**src/sv/swdc_pkg.sv**
```systemverilog
// ----------------------------------------------------------------------------
// swdc_pkg
// Shared types and constants of the sliding window deviation classifier:
// request and result payloads, sequencer states, register map and widths.
// ----------------------------------------------------------------------------
`default_nettype none

package swdc_pkg;

  // window geometry and sample width, fixed by the payload fields
  localparam int unsigned WIN_MAX  = 64;
  localparam int unsigned SAMPLE_W = 16;
  localparam int unsigned IDX_W    = $clog2(WIN_MAX);
  localparam int unsigned CNT_W    = $clog2(WIN_MAX + 1);

  // statistics widths
  localparam int unsigned SUM_W    = SAMPLE_W + IDX_W;
  localparam int unsigned SQ_W     = 2 * SAMPLE_W + IDX_W;
  localparam int unsigned SCALED_W = SAMPLE_W + CNT_W;
  localparam int unsigned DIST_W   = SUM_W;
  localparam int unsigned D2_W     = 2 * DIST_W;
  localparam int unsigned VAR_W    = CNT_W + SQ_W;
  localparam int unsigned CMP_W    = VAR_W + 4;

  // configuration port
  localparam int unsigned ADDR_W = 2;
  localparam int unsigned DATA_W = 32;
  localparam int unsigned LEN_W  = 7;
  localparam logic [ADDR_W-1:0] REG_WINDOW_LENGTH = ADDR_W'(0);
  localparam logic [LEN_W-1:0]  LEN_RESET         = LEN_W'(64);
  localparam logic [LEN_W-1:0]  LEN_MIN           = LEN_W'(2);

  // request opcodes
  localparam logic OP_ADD   = 1'b0;
  localparam logic OP_QUERY = 1'b1;

  // result codes
  localparam logic STATUS_OK  = 1'b0;
  localparam logic STATUS_FEW = 1'b1;

  localparam logic [2:0] FACTOR_NONE  = 3'd0;
  localparam logic [2:0] FACTOR_ONE   = 3'd1;
  localparam logic [2:0] FACTOR_TWO   = 3'd2;
  localparam logic [2:0] FACTOR_THREE = 3'd3;
  localparam logic [2:0] FACTOR_FOUR  = 3'd4;

  typedef struct packed {
    logic                op;
    logic [SAMPLE_W-1:0] amount;
  } in_item_t;

  typedef struct packed {
    logic             status;
    logic [2:0]       factor;
    logic [CNT_W-1:0] sample_count;
  } out_item_t;

  typedef enum logic [2:0] {
    ST_IDLE,
    ST_ADD,
    ST_Q1,
    ST_Q2,
    ST_Q3
  } state_e;

  // sequencer to window store
  typedef struct packed {
    logic rd;
    logic commit;
    logic clear;
  } win_ctrl_t;

  // window store to sequencer and classifier
  typedef struct packed {
    logic [CNT_W-1:0] held;
    logic [CNT_W-1:0] commit_count;
    logic [SUM_W-1:0] sum;
    logic [SQ_W-1:0]  sqsum;
  } win_stats_t;

  // sequencer to classifier
  typedef struct packed {
    logic step1;
    logic step2;
  } dev_ctrl_t;

endpackage

`default_nettype wire

```
**src/sv/swdc_dev.sv**
```systemverilog
// ----------------------------------------------------------------------------
// swdc_dev
// Deviation factor datapath: cross-multiplied distance and variance over
// two register stages, then a compare against 1, 4 and 9 times the variance.
// ----------------------------------------------------------------------------
`default_nettype none

module swdc_dev (
  input  wire logic                          clk_i,
  input  wire swdc_pkg::dev_ctrl_t           ctrl_i,
  input  wire logic [swdc_pkg::SAMPLE_W-1:0] amount_i,
  input  wire swdc_pkg::win_stats_t          stats_i,
  output logic [2:0]                         factor_o
);

  localparam int unsigned XW = swdc_pkg::SCALED_W;
  localparam int unsigned DW = swdc_pkg::DIST_W;
  localparam int unsigned EW = swdc_pkg::D2_W;
  localparam int unsigned VW = swdc_pkg::VAR_W;
  localparam int unsigned CW = swdc_pkg::CMP_W;

  logic [XW-1:0] scaled;
  logic [XW-1:0] sum_x;
  logic [XW-1:0] diff;

  logic [DW-1:0] dist_q;
  logic [VW-1:0] p_cs_q;
  logic [EW-1:0] p_ss_q;
  logic [EW-1:0] d2_q;
  logic [VW-1:0] var_q;

  logic [CW-1:0] d2_x, v1, v4, v9;

  // first stage: |amount*cnt - sum|, cnt*sqsum, sum^2
  assign scaled = XW'(amount_i) * XW'(stats_i.held);
  assign sum_x  = XW'(stats_i.sum);
  assign diff   = (scaled >= sum_x) ? scaled - sum_x : sum_x - scaled;

  always_ff @(posedge clk_i) begin
    if (ctrl_i.step1) begin
      // both operands stay below WIN_MAX * 2^SAMPLE_W, so the distance fits
      dist_q <= DW'(diff);
      p_cs_q <= VW'(stats_i.held) * VW'(stats_i.sqsum);
      p_ss_q <= EW'(stats_i.sum) * EW'(stats_i.sum);
    end
  end

  // second stage: variance numerator is never negative
  always_ff @(posedge clk_i) begin
    if (ctrl_i.step2) begin
      var_q <= p_cs_q - VW'(p_ss_q);
      d2_q  <= EW'(dist_q) * EW'(dist_q);
    end
  end

  assign d2_x = CW'(d2_q);
  assign v1   = CW'(var_q);
  assign v4   = v1 << 2;
  assign v9   = (v1 << 3) + v1;

  always_comb begin
    if (d2_x < v1) begin
      factor_o = swdc_pkg::FACTOR_ONE;
    end else if (d2_x < v4) begin
      factor_o = swdc_pkg::FACTOR_TWO;
    end else if (d2_x < v9) begin
      factor_o = swdc_pkg::FACTOR_THREE;
    end else begin
      factor_o = swdc_pkg::FACTOR_FOUR;
    end
  end

endmodule

`default_nettype wire

```
**config.mk**
```make
export PLATFORM = sky130hd
export DESIGN_NAME = swdc_dev
export DESIGN_NICKNAME = d
export VERILOG_FILES = /design/src/sv/swdc_pkg.sv /design/src/sv/swdc_dev.sv
export SDC_FILE = /design/constraint.sdc
export NUM_CORES = 2
export LEC_CHECK = 0
export BUFFER_PORTS_ARGS = -buffer_cell sky130_fd_sc_hd__buf_2
export CORE_MARGIN = 4
export CORE_UTILIZATION = 30
export DETAILED_ROUTE_END_ITERATION = 8
export PLACE_DENSITY = 0.52
export SLEW_MARGIN = 20
export SYNTH_ARGS = -nofsm -noshare
export SYNTH_HDL_FRONTEND = slang
export SYNTH_SLANG_ARGS = --single-unit
```
**constraint.sdc**
```tcl
create_clock -name clk_i -period 16.7 [get_ports clk_i]
set_input_delay 3.34 -clock clk_i [delete_from_list [all_inputs] [get_ports clk_i]]
set_output_delay 3.34 -clock clk_i [all_outputs]
set_load 0.02 [all_outputs]
```
Word level (Yosys, flattened, before mapping)
Cells that the tools add are included.
Word-level totals
  register bits: 200
  output and inout port bits: 3
  word-level logic and storage cells: 21
Operators by class
  add/subtract/negate cells: 4
  $mul: 4
  magnitude comparators: 4
  mux-type cells: 4
Operators by type and width (number)
  $mul 22x22->44: 2
  $add 48x45->49: 1
  $lt 44x49->1: 1
  $lt 44x47->1: 1
  $lt 44x45->1: 1
  $mul 7x38->45: 1
  $sub 45x44->45: 1
  $sub 22x22->22: 2
  $ge 23x22->1: 1
  $mul 16x7->23: 1
  $mux 22: 1
  $mux 3: 3

Longest topological paths before layout
  word-level depth: 5
  gate-level depth with buffers: 33
  depth with buffers taken out: 29

Worst setup path after synthesis
OpenSTA, ideal clock, no wires.
  path kind: input to register
  start point: in stats_i[73] (netlist name)
  end point: reg dist_q[1] (data pin)
  setup time: 0.260 ns
  arrival: 10.006 ns
  required time: 16.440 ns
  slack: 6.434 ns
  cell stages on the path: 29
  buffers on the path: 5
  cell sequence: clkbuf_1 -> clkbuf_1 -> nand2_1 -> fa_1 -> fa_1 -> inv_1 -> fa_1 -> inv_1 -> fa_1 -> inv_1 -> ha_1 -> o21a_1 -> o311a_1 -> o31ai_1 -> nand2b_1 -> a21oi_1 -> xnor2_1 -> ha_1 -> clkbuf_1 -> a21o_1 -> a21o_1 -> nor4_1 -> nand3_1 -> a41oi_1 -> a21boi_0 -> nor2_1 -> buf_6 -> buf_4 -> mux2_2
On the way
  cells in the longest elaborated chain, start to end: 3
RTL lines
  start: declaration: RTL line swdc_dev.sv:12  | input wire swdc_pkg::win_stats_t stats_i,
  $mul 16x7->23: RTL line swdc_dev.sv:35  | assign scaled = XW'(amount_i) * XW'(stats_i.held);
  $ge 23x22->1: RTL line swdc_dev.sv:37  | assign diff = (scaled >= sum_x) ? scaled - sum_x : sum_x - scaled;
  $mux 22: RTL line swdc_dev.sv:37
  named net diff[1]: RTL line swdc_dev.sv:24  | logic [XW-1:0] diff;
  end signal: assignment: RTL line swdc_dev.sv:42  | dist_q <= DW'(diff);
  end: declaration: RTL line swdc_dev.sv:26  | logic [DW-1:0] dist_q;
The timed path passes the listed nets, and every way through them passes these cells.
A chain may end at the register's enable or synchronous reset.

Worst setup path in the final report
  start point: in stats_i[71] (netlist name)
  end point: reg dist_q[11] (data pin)
On the way
  cells in the longest elaborated chain, start to end: 3
  elaborated cells between the ends (all ways): 5
  classes of those cells: add/sub (2); mul (1); order compare (1); mux (1)
RTL lines (RTL line)
  $mul 16x7->23 (*): swdc_dev.sv:35
  $sub 22x22->22 or $ge 23x22->1 (tied branches): swdc_dev.sv:37
  $mux 22 (*): swdc_dev.sv:37
  named net diff[11]: swdc_dev.sv:24
Mark *: on every way through the listed nets, which the timed path passes. The rest lies on a longest branch.

==> impl_metrics.env <==
export IMPL_via_per_inst=4.77
export IMPL_crit_arrival_ns=11.80
export IMPL_drcViolationCount=0
export IMPL_final_seq_area_sq_mm=0.00595
export IMPL_grt_pass1_vias=41600
export IMPL_cts_root_buf="clkbuf_16"
export IMPL_grt_max_degree=64
export IMPL_dieArea_sq_mm=0.185
export IMPL_crit_family="adder cells"
export IMPL_critical_path_max_stage_delay_ns=0.66
export IMPL_multi_input_area_sq_mm=0.0422
export IMPL_dr_total_vias=39000
export IMPL_reg2reg_depth=22
export IMPL_path_depth=28
export IMPL_dr_pass1_iters=5
export IMPL_die_x_um=430
export IMPL_fin_area_sq_mm=0.0571
export IMPL_fillers=18500
export IMPL_cp_num_buf_inv=5
export IMPL_synth_area_sq_mm=0.0535
export IMPL_clockBufferDepth=2
export IMPL_max_slew_worst_pin_slew_ns=1.19
export IMPL_syn_nets=7539
export IMPL_cts_tree="built"
export IMPL_post_route_period_util_pct=69.2
export IMPL_dpl_cell_area_sq_mm=0.0565
export IMPL_ys_flop_type="edfxtp_1"
export IMPL_gp_congestion=0.864
export IMPL_clock_skew_ns=0.0195
export IMPL_core_sq_mm=0.177
export IMPL_postRouteAntennaNets=0
export IMPL_cts_htree_levels=4
export IMPL_hold_buffers=0
export IMPL_cts_made_buffers=17
export IMPL_setup_viol=0
export IMPL_area_growth_pct=6.82
export IMPL_initial_core_util_pct=30.3
export IMPL_grt_usage_pct=15.7
export IMPL_syn_avg_cell_area_sq_um=9.17
export IMPL_portBuffers=88
export IMPL_fin_crit_ns=11.56
export IMPL_cts_sinks=198
export IMPL_yosysWarningCount=0
export IMPL_synthDistinctLibCells=91
export IMPL_maxCapViolCount=0
export IMPL_wl_per_cell_um=17.5
export IMPL_grt_pass1_wl_um=231000
export IMPL_crit_required_ns=16.94
export IMPL_postLayoutSetupSlackWorst_ns=5.14
export IMPL_drive_gt1_share_pct=3.67
export IMPL_hold_class="register to register"
export IMPL_rows=154
export IMPL_synth_most_common_cell="inv_1"
export IMPL_place_ws_ns=4.65
export IMPL_hpwl_um=119000
export IMPL_antenna_found_initial=11
export IMPL_start_kind="input pin"
export IMPL_nNetsFinal=7522
export IMPL_status="finished, final reports clean"
export IMPL_cts_setup_buffers=0
export IMPL_slowest_stage="nor2_2"
export IMPL_io_pins=96
export IMPL_relSlewSlack_pct=20.0
export IMPL_synthCells=5829
export IMPL_gr_total_overflow=0
export IMPL_yosys_area_top_type="fa_1"
export IMPL_synth_edf_count=198
export IMPL_synthTopCellsByArea="fa_1 35%, ha_1 16%, edfxtp_1 11%"
export IMPL_die_y_um=430
export IMPL_ys_seq_elements=198
export IMPL_synth_seq_area_share_pct=11.1
export IMPL_finalWirelength_um=143000
export IMPL_hold_violations=0
export IMPL_synth_top_area_share_pct=35.3
export IMPL_path_common_cell="fa_1"
export IMPL_synthTopCellsByCount="1240 x inv_1, 943 x fa_1, 674 x ha_1"
export IMPL_drt_iter0_markers=2033
export IMPL_async_flop_share_pct=0
export IMPL_ctsResizeCount=0
export IMPL_rsz0062_at_grt="false"
export IMPL_clk_pin_slew_ns=0.08
export IMPL_worstHoldPathCells=2
export IMPL_end_kind="register"
export IMPL_insertion_delay_ns=0.50
export IMPL_fmax_mhz=86.5
export IMPL_setup_tns_ns=0
export IMPL_hold_slack_ns=0.728
export IMPL_worstPathMaxFanout=29
export IMPL_final_max_slew_viol_count=0
export IMPL_path_class="input pin to register"
-- placed cells by master (no fill, tap or decap), types with 37 or more instances in the layout --
cell / instances
nor2b_1: 45
inv_1: 1240
buf_4: 45
a21oi_1: 277
and2_1: 225
fa_1: 943
o21a_1: 53
ha_1: 674
a21o_1: 171
xnor2_1: 160
o21ai_0: 147
nand3_1: 51
nand2_1: 648
nor3_1: 37
nand2b_1: 39
nor2_1: 264
xor2_1: 88
nand4_1: 42
edfxtp_1: 198
buf_2: 86
-- sequential cells by signal, summed over array words and instances (netlist names) --
name and flops:
p_ss_q 43, p_cs_q 45, var_q 45, d2_q 43
dist_q 22
-- final cells by class --
cell class	instances	area share [%]
inverter	1250	8.22
antenna	6	0.0263
clock inverter	14	0.250
tap	2340	5.13
clock buffer	18	0.752
timing repair buffer	131	1.35
sequential	198	10.4
multi-input combinational	4214	73.9
-- worst register-to-register path, delay by kind of cell, from the launching register on --
family	cells	cell delay, ns
fa+ha+maj	8	3.80
simple gates	3	1.01
buf+inv	4	0.73
xor+xnor	1	0.08
compound gates	6	1.42
flops	1	0.34
-- final timing paths --
path                             startpoint         end  slack [ns]
worst max register to register   dist_q[13]    d2_q[40]        9.08
worst min register to register    p_ss_q[0]    var_q[0]        0.73
worst min-delay path              p_ss_q[0]    var_q[0]        0.73
worst max-delay path            stats_i[71]  dist_q[11]        5.14
-- stage by stage --
step | instances | util [%]
after global placement | 8133 | 32.0
after global routing | 8171 | 32.3
after detailed placement | 8133 | 32.0
after floorplan | 5829 | -
after CTS | 8165 | 32.3
final | 8171 | 32.3
-- metal layers --
layer  part of all wire [%]  up-vias  global-route usage, %
met5                  0.012        -                      0
met4                    1.7        2                   2.83
met3                    2.7      120                   1.40
met2                     49      599                   27.6
met1                     46    19800                   21.4
li1                       -    18500                      -
-- cells by family (layout without fill, tap and decap cells) --
logic type	count (synthesis)	after routing	share of synthesized area [%]
other	0	6	0
and+or+nand+nor	1450	1450	12.6
AOI/OAI and AO/OA	884	884	10.8
adders and majority gates	1617	1617	51.1
xor gates and xnor gates	248	248	4.06
buffers and inverters	1417	1413	9.99
muxes	15	15	0.290
DFF	198	198	11.1
Power is not shown: default switching activity piles up to over one toggle a cycle in this logic, so the estimate is an artifact.
