### src/sv/swdc_pkg.sv
// ----------------------------------------------------------------------------
// swdc_pkg
// Shared types and constants of the sliding window deviation classifier:
// request and result payloads, sequencer states, register map and widths.
// ----------------------------------------------------------------------------
`default_nettype none

package swdc_pkg;

  // window geometry and sample width, fixed by the payload fields
  localparam int unsigned WIN_MAX  = 64;
  localparam int unsigned SAMPLE_W = 16;
  localparam int unsigned IDX_W    = $clog2(WIN_MAX);
  localparam int unsigned CNT_W    = $clog2(WIN_MAX + 1);

  // statistics widths
  localparam int unsigned SUM_W    = SAMPLE_W + IDX_W;
  localparam int unsigned SQ_W     = 2 * SAMPLE_W + IDX_W;
  localparam int unsigned SCALED_W = SAMPLE_W + CNT_W;
  localparam int unsigned DIST_W   = SUM_W;
  localparam int unsigned D2_W     = 2 * DIST_W;
  localparam int unsigned VAR_W    = CNT_W + SQ_W;
  localparam int unsigned CMP_W    = VAR_W + 4;

  // configuration port
  localparam int unsigned ADDR_W = 2;
  localparam int unsigned DATA_W = 32;
  localparam int unsigned LEN_W  = 7;
  localparam logic [ADDR_W-1:0] REG_WINDOW_LENGTH = ADDR_W'(0);
  localparam logic [LEN_W-1:0]  LEN_RESET         = LEN_W'(64);
  localparam logic [LEN_W-1:0]  LEN_MIN           = LEN_W'(2);

  // request opcodes
  localparam logic OP_ADD   = 1'b0;
  localparam logic OP_QUERY = 1'b1;

  // result codes
  localparam logic STATUS_OK  = 1'b0;
  localparam logic STATUS_FEW = 1'b1;

  localparam logic [2:0] FACTOR_NONE  = 3'd0;
  localparam logic [2:0] FACTOR_ONE   = 3'd1;
  localparam logic [2:0] FACTOR_TWO   = 3'd2;
  localparam logic [2:0] FACTOR_THREE = 3'd3;
  localparam logic [2:0] FACTOR_FOUR  = 3'd4;

  typedef struct packed {
    logic                op;
    logic [SAMPLE_W-1:0] amount;
  } in_item_t;

  typedef struct packed {
    logic             status;
    logic [2:0]       factor;
    logic [CNT_W-1:0] sample_count;
  } out_item_t;

  typedef enum logic [2:0] {
    ST_IDLE,
    ST_ADD,
    ST_Q1,
    ST_Q2,
    ST_Q3
  } state_e;

  // sequencer to window store
  typedef struct packed {
    logic rd;
    logic commit;
    logic clear;
  } win_ctrl_t;

  // window store to sequencer and classifier
  typedef struct packed {
    logic [CNT_W-1:0] held;
    logic [CNT_W-1:0] commit_count;
    logic [SUM_W-1:0] sum;
    logic [SQ_W-1:0]  sqsum;
  } win_stats_t;

  // sequencer to classifier
  typedef struct packed {
    logic step1;
    logic step2;
  } dev_ctrl_t;

endpackage

`default_nettype wire

### src/sv/swdc_ram.sv
// ----------------------------------------------------------------------------
// swdc_ram
// Generic simple dual-port RAM: one write port, one read port, registered
// read data.
// ----------------------------------------------------------------------------
`default_nettype none

module swdc_ram #(
  parameter int unsigned WIDTH = 16,
  parameter int unsigned DEPTH = 64
) (
  input  wire logic                     clk_i,
  input  wire logic                     we_i,
  input  wire logic [$clog2(DEPTH)-1:0] waddr_i,
  input  wire logic [WIDTH-1:0]         wdata_i,
  input  wire logic                     re_i,
  input  wire logic [$clog2(DEPTH)-1:0] raddr_i,
  output logic      [WIDTH-1:0]         rdata_o
);

  logic [WIDTH-1:0] mem_q [DEPTH];
  logic [WIDTH-1:0] rdata_q;

  always_ff @(posedge clk_i) begin
    if (we_i) begin
      mem_q[waddr_i] <= wdata_i;
    end
  end

  always_ff @(posedge clk_i) begin
    if (re_i) begin
      rdata_q <= mem_q[raddr_i];
    end
  end

  assign rdata_o = rdata_q;

endmodule

`default_nettype wire

### src/sv/swdc_window.sv
// ----------------------------------------------------------------------------
// swdc_window
// Circular sample store with running sum and sum of squares. The oldest
// sample is read on request accept and, once the window is full, evicted in the commit cycle.
// ----------------------------------------------------------------------------
`default_nettype none

module swdc_window (
  input  wire logic                               clk_i,
  input  wire logic                               rst_ni,
  input  wire swdc_pkg::win_ctrl_t                ctrl_i,
  input  wire logic [swdc_pkg::CNT_W-1:0]         len_i,
  input  wire logic [swdc_pkg::SAMPLE_W-1:0]      sample_i,
  output swdc_pkg::win_stats_t                    stats_o
);

  localparam int unsigned SW  = swdc_pkg::SAMPLE_W;
  localparam int unsigned SQW = 2 * SW;
  localparam int unsigned IW  = swdc_pkg::IDX_W;
  localparam int unsigned CW  = swdc_pkg::CNT_W;
  localparam int unsigned UW  = swdc_pkg::SUM_W;
  localparam int unsigned QW  = swdc_pkg::SQ_W;
  localparam int unsigned PW  = IW + 1;

  logic [IW-1:0]   oldest_q, oldest_d;
  logic [CW-1:0]   held_q, held_d;
  logic [UW-1:0]   sum_q, sum_d;
  logic [QW-1:0]   sqsum_q, sqsum_d;
  logic [SW-1:0]   samp_q;
  logic [SQW-1:0]  samp_sq_q;

  logic [SW-1:0]   old_sample;
  logic [SQW-1:0]  old_sq;
  logic            evict;
  logic [PW-1:0]   pos_sum;
  logic [IW-1:0]   wr_pos;
  logic [IW-1:0]   oldest_inc;

  // the write lands after the read and before the next accept, so read
  // and write of the same entry never overlap
  swdc_ram #(
    .WIDTH(SW),
    .DEPTH(swdc_pkg::WIN_MAX)
  ) u_ram (
    .clk_i  (clk_i),
    .we_i   (ctrl_i.commit),
    .waddr_i(wr_pos),
    .wdata_i(samp_q),
    .re_i   (ctrl_i.rd),
    .raddr_i(oldest_q),
    .rdata_o(old_sample)
  );

  // sample and its square are captured with the request
  always_ff @(posedge clk_i) begin
    if (ctrl_i.rd) begin
      samp_q    <= sample_i;
      samp_sq_q <= SQW'(sample_i) * SQW'(sample_i);
    end
  end

  assign evict  = (held_q >= len_i);
  assign old_sq = SQW'(old_sample) * SQW'(old_sample);

  // slot after the newest sample; same slot whether or not one is evicted
  assign pos_sum = PW'(oldest_q) + PW'(held_q);
  assign wr_pos  = (pos_sum >= PW'(swdc_pkg::WIN_MAX)) ?
                   IW'(pos_sum - PW'(swdc_pkg::WIN_MAX)) : IW'(pos_sum);

  assign oldest_inc = (oldest_q == IW'(swdc_pkg::WIN_MAX - 1)) ? '0 : oldest_q + 1'b1;

  always_comb begin
    oldest_d = oldest_q;
    held_d   = held_q;
    sum_d    = sum_q;
    sqsum_d  = sqsum_q;
    if (ctrl_i.clear) begin
      oldest_d = '0;
      held_d   = '0;
      sum_d    = '0;
      sqsum_d  = '0;
    end else if (ctrl_i.commit) begin
      sum_d   = sum_q + UW'(samp_q) - (evict ? UW'(old_sample) : '0);
      sqsum_d = sqsum_q + QW'(samp_sq_q) - (evict ? QW'(old_sq) : '0);
      if (evict) begin
        oldest_d = oldest_inc;
      end else begin
        held_d = held_q + 1'b1;
      end
    end
  end

  always_ff @(posedge clk_i or negedge rst_ni) begin
    if (!rst_ni) begin
      oldest_q <= '0;
      held_q   <= '0;
      sum_q    <= '0;
      sqsum_q  <= '0;
    end else begin
      oldest_q <= oldest_d;
      held_q   <= held_d;
      sum_q    <= sum_d;
      sqsum_q  <= sqsum_d;
    end
  end

  assign stats_o.held         = held_q;
  assign stats_o.commit_count = evict ? held_q : held_q + 1'b1;
  assign stats_o.sum          = sum_q;
  assign stats_o.sqsum        = sqsum_q;

endmodule

`default_nettype wire

### config.mk
export PLATFORM = sky130hd
export DESIGN_NAME = swdc_window
export DESIGN_NICKNAME = d
export VERILOG_FILES = /design/src/sv/swdc_pkg.sv /design/src/sv/swdc_ram.sv /design/src/sv/swdc_window.sv
export SDC_FILE = /design/constraint.sdc
export NUM_CORES = 2
export LEC_CHECK = 0
export ABC_AREA = 0
export ABC_CLOCK_PERIOD_IN_PS = 12300
export BUFFER_PORTS_ARGS = -buffer_cell sky130_fd_sc_hd__buf_4
export CAP_MARGIN = 20
export CORE_MARGIN = 1.5
export CORE_UTILIZATION = 35
export DETAILED_ROUTE_END_ITERATION = 8
export SYNTH_ARGS = -nofsm -noshare
export SYNTH_HDL_FRONTEND = slang
export SYNTH_HIERARCHICAL = 1
export SYNTH_SLANG_ARGS = --single-unit
### constraint.sdc
create_clock -name clk_i -period 12.3 [get_ports clk_i]
set_input_delay 2.46 -clock clk_i [delete_from_list [all_inputs] [get_ports clk_i]]
set_output_delay 2.46 -clock clk_i [all_outputs]
set_load 0.005 [all_outputs]
After elaboration in Yosys (flattened, before gate mapping) --
Memory sizes are Yosys's and may differ from the RTL's. A register that Yosys moved wholly into a read port is not among the register bits. Cells that the tools add are included.
Operators by class: $add $sub $neg 8, $mul 2, div/mod/pow operators 0, $lt $le $gt $ge 2, equal/unequal tests 1, shifts and indexed selects 0, mux-type cells 16, bitwise logic cells 0, reduce and logical (&&, ||, !) cells 3
Operators by type and width (count):
- 38-bit 2-to-1 mux | 2
- 16-bit by 16-bit multiplier with 32-bit output | 2
- 22-bit 2-to-1 mux | 2
- 38-bit by 32-bit adder with 38-bit output | 1
- 38-bit by 32-bit subtractor with 38-bit output | 1
- 32-bit 2-to-1 mux | 1
- 6-bit 2-to-1 mux | 5
- 22-bit by 16-bit adder with 22-bit output | 1
- 22-bit by 16-bit subtractor with 22-bit output | 1
- 7-bit 2-to-1 mux | 3
- 16-bit 2-to-1 mux | 1
- 6-bit by 7-bit adder with 7-bit output | 1
- 7-bit by 1-bit adder with 7-bit output (second input constant) | 1
- 7-bit >= comparator | 1
- 7-bit >= comparator (second input constant) | 1
- 6-bit by 1-bit adder with 6-bit output (second input constant) | 1
- 6-bit == test (second input constant) | 1
- 6-bit by 1-bit subtractor with 6-bit output (second input constant) | 1
- 2-bit nonzero test | 2
- 1-bit 2-to-1 mux | 2
- 2-bit AND reduction | 1
Word-level totals: register bits 121, latch bits 0, bits in writable memories 1024, ROM bits 0, bits of input ports 28, output and inout port bits 74, word-level logic and storage cells 39, memories kept 1
Memories:
- u_ram.mem_q | words 64, width 16, read ports 1, clocked after memory_dff 1, wr ports 1, line swdc_ram.sv:21 | logic [WIDTH-1:0] mem_q [DEPTH];

Logic depth before layout (Yosys ltp) --
word-level depth 5, gate-level depth with buffers 36, mapped depth without buffers 35

By module --
The synthesis kept the hierarchy.
Modules (own cells, without submodules):
- swdc_ram | instances 1, cells an instance 1829, area each 40202.3 um^2, sequential area each 31230.0 um^2
- swdc_window | instances 1, cells an instance 2731, area each 24150.7 um^2, sequential area each 3208.1 um^2

Worst setup path before layout --
No wires, ideal clock.
path type input-to-reg, start point in sample_i[3] (netlist name), end point reg samp_sq_q[30] (data pin), arrival time 8.129 ns, slack 3.914 ns, stages 22, buffers on the path 2, path through clkbuf_1 > nand2_1 > fa_1 > inv_1 > fa_1 > inv_1 > fa_1 > fa_1 > fa_1 > fa_1 > inv_1 > ha_1 > buf_2 > nand2_2 > o21ai_0 > a41oi_1 > a21boi_0 > or3_1 > a2111o_1 > a31o_1 > a21oi_2 > xnor2_1
On the way: cells in the longest elaborated chain, start to end 1
RTL lines:
- start: declaration | line swdc_window.sv:13 | input wire logic [swdc_pkg::SAMPLE_W-1:0] sample_i,
- 16-bit by 16-bit multiplier with 32-bit output | line swdc_window.sv:58 | samp_sq_q <= SQW'(sample_i) * SQW'(sample_i);
- end signal: assignment | line swdc_window.sv:58
- end: declaration | line swdc_window.sv:30 | logic [SQW-1:0] samp_sq_q;
No other way between the ends. A chain may end at the register's enable or synchronous reset.

Final worst setup path --
start point reg u_ram.rdata_q[4] (netlist: u_ram/rdata_o[4]), read port of u_ram.mem_q, end point reg sqsum_q[31]
On the way: cells in the longest elaborated chain, start to end 5
RTL lines:
- start: declaration | line swdc_ram.sv:22 | logic [WIDTH-1:0] rdata_q;
- 16-bit by 16-bit multiplier with 32-bit output | line swdc_window.sv:63 | assign old_sq = SQW'(old_sample) * SQW'(old_sample);
- 32-bit 2-to-1 mux | line swdc_window.sv:84 | sqsum_d = sqsum_q + QW'(samp_sq_q) - (evict ? QW'(old_sq) : '0);
- 38-bit by 32-bit subtractor with 38-bit output | line swdc_window.sv:84
- 38-bit 2-to-1 mux | line swdc_window.sv:82 | end else if (ctrl_i.commit) begin
- 38-bit 2-to-1 mux | line swdc_window.sv:77 | if (ctrl_i.clear) begin
- end signal: assignment | line swdc_window.sv:103 | sqsum_q <= sqsum_d;
- end: declaration | line swdc_window.sv:28 | logic [QW-1:0] sqsum_q, sqsum_d;
No other way between the ends. The select of a mux whose other input is x is not followed.

==> run summary <==
worst-margin pin slew: 1.12 ns
most frequent cells in the layout: edfxtp_1 (1086), inv_1 (704), fa_1 (374)
largest net degree at the start of global routing: 117
Vias/cell: 5.11
gpl congestion: 0.881
GRT overflow: 0
mux cell area share after synthesis: 0.104
Post-synth EDFFs: 1086
# DRC: 0
max cap viols: 0
Area growth, synth to finish: 11.5%
grt peak-use layer: met2
most common cell after layout, fill and taps aside: edfxtp_1
net count after synthesis: 5237
number of port buffers: 101
Top FF cell, synth: edfxtp_1
slew margin rel.: 0.251
initial antenna violation count: 6
CP required: 12.90 ns
TritonRoute pass-1 iters: 5
Max Clock Freq: 0.106 GHz
CTS Sinks: 1159
startpoint types: register
adder and majority gate portion of the synthesized area: 0.170
Compound-Gate Fraction of Synth Area: 0.0550
clock-pin slew on the worst setup and hold paths: 0.06 ns
hold_buf cts: 0
RSZ-0062 raised after global routing: no
WS Path Type: reg -> reg
ratio of cells with drive above 1 in the final layout: 0.139
final-report setup violation count: 0
Synth Area in XOR/XNOR: 0.0181
Ports: 102
Synth Cell Area: 0.0644 sq mm
largest family of logic cells by synthesized area: adder cells
Avg Inst Size Synth: 14.1 sq um
worst-path fanout max: 19
Tmin final: 9.46 ns
Async S/R FF share, synth: 0.0630
hold depth: 2
ANT nets after route: 0
# fillers: 17000
row cnt: 157
GR Util met3: 0.0234
CP max stage delay: 0.85 ns
Crit path depth: 32
worst min-delay path class: reg -> reg
final hold viol count: 0
CP Buf/Inv Count: 4
total negative slack: 0 ns
CTS tree: built
Die Y-Extent: 432 microns
worst r2r path cells: 32
worst path arrival time: 10.06 ns
GR Layer Usage met1: 0.236
Routed WL per cell: 22.3 microns
multi-input logic area: 0.0263 sq mm
post-synthesis cell type count: 87
HPWL Detailed: 109000 microns
H-tree depth: 3
Area after DPL: 0.0680 sq mm
PnR worst setup slack: 2.84 ns
CP delay by family, top: adder cells
gr usage total: 0.174
Post-CTS Setup Bufs: 0
Synth Instances: 4560
post_cts resized: 0
Max Clock Skew: 0.0825 ns
CP max-delay cell: edfxtp_1
Finished Cell Area: 0.0718 sq mm
FF+latch count, synth: 1159
Top cell by count, worst path: fa_1
period utilization: 0.769
initial core utilization: 0.352
Post-Route WL: 162000 microns
count of pins over their slew limit: 0
status: completed
Setup crit end kind: register
vias in the first global route: 38200
GR Layer Usage met2: 0.293
Iteration-0 DRC Markers: 3099
Num CTS Buffers: 119
core area: 0.183 sq mm
Root Buffer: clkbuf_16
worst skew pair latency: 0.76 ns
die footprint: 0.186 sq mm
NumNets Final: 5370
Synth Area in Simple Gates: 0.0610
CTS max path bufs: 3
first-pass GRT wire length: 245000 microns
yosys warns: 6
sequential fraction of the synthesis area: 0.535
Die W: 432 microns
dpl ws: 2.82 ns
flip-flop and latch area: 0.0345 sq mm
DR vias: 37100
==> cell usage after synthesis (10+ instances only) <==
| library cell | count | area, sq um |
|---|---|---|
| edfxtp_1 | 1086 | 32600 |
| a211oi_1 | 34 | 255 |
| a41oi_1 | 10 | 87.6 |
| nor2b_1 | 47 | 294 |
| ha_1 | 275 | 3440 |
| mux2_2 | 31 | 349 |
| a31oi_1 | 20 | 125 |
| clkbuf_1 | 94 | 353 |
| mux2i_1 | 127 | 1270 |
| inv_1 | 704 | 2640 |
| mux4_2 | 220 | 4950 |
| o21a_1 | 12 | 90.1 |
| nor3_1 | 23 | 115 |
| xnor2_1 | 87 | 762 |
| buf_6 | 17 | 191 |
| nand2b_1 | 20 | 125 |
| buf_4 | 13 | 97.6 |
| a221oi_1 | 18 | 158 |
| nand3_1 | 56 | 280 |
| dfrtp_1 | 73 | 1830 |
| nand4_1 | 28 | 175 |
| o21bai_1 | 13 | 97.6 |
| buf_2 | 38 | 190 |
| and3_1 | 16 | 100 |
| fa_1 | 374 | 7490 |
| a22oi_1 | 39 | 293 |
| a21o_1 | 74 | 556 |
| nor2_1 | 244 | 916 |
| a211o_1 | 11 | 96.3 |
| a21oi_1 | 131 | 656 |
| and2_1 | 98 | 613 |
| nand2_1 | 250 | 938 |
| o21ai_0 | 66 | 330 |
| xor2_1 | 46 | 403 |
| o211ai_1 | 10 | 75.1 |
==> registers in the layout, indices dropped and copies added (netlist names) <==
register,cells
u_ram/rdata_o,16
samp_sq_q,30
oldest_q,6
u_ram/mem_q,1024
samp_q,16
held_q,7
sum_q,22
sqsum_q,38
==> area by class of cell <==
type	count	share of cell area
Antenna cell	3	0.000105
Inverter	705	0.0369
Multi-Input combinational cell	2514	0.366
Sequential cell	1159	0.480
Timing Repair Buffer	194	0.0211
Clock inverter	70	0.00945
Tap cell	2464	0.0430
Clock buffer	147	0.0431
==> routing by layer <==
metal  part of all wire  vias to the layer above
met5            0.00014                        -
met4              0.029                        4
met3              0.056                      232
met2               0.49                     1019
met1               0.43                    19300
li1                   -                    16500
==> kinds of logic after synthesis <==
group	Yosys count
buf+inv	887
compound gates	522
mux	382
fa+ha+maj	649
flops	1159
simple gates	828
xor+xnor	133
==> worst paths after layout <==
check / to / from / slack, ns
setup reg to reg: sqsum_q[31] / u_ram/rdata_o[4] / 2.84
max in group asynchronous: oldest_q[0] / rst_ni / 9.33
min in group asynchronous: sum_q[18] / rst_ni / 1.58
hold reg to reg: sum_q[4] / sum_q[4] / 0.56
hold / removal: sum_q[4] / sum_q[4] / 0.56
setup / recovery: sqsum_q[31] / u_ram/rdata_o[4] / 2.84
==> metrics by stage <==
stage | utilization | hold WS, ns | instances
after floorplan | - | 0.495 | 4560
after global placement | 0.372 | 0.543 | 7035
after detailed placement | 0.372 | 0.551 | 7036
after CTS | 0.392 | 0.567 | 7253
after global routing | 0.392 | 0.602 | 7253
final | 0.392 | 0.561 | 7256
==> worst reg2reg max path: cells and delay by family, from the launching register on <==
family	cells	cell delay, ns
adder cells (fa/ha/maj)	9	3.92
AO/OA/AOI/OAI	13	3.32
buffers and inverters	4	0.21
flip-flops	1	0.85
XOR/XNOR	2	0.39
AND/OR/NAND/NOR	4	0.70
Power is not shown: default switching activity piles up to over one toggle a cycle in this logic, so the estimate is an artifact.
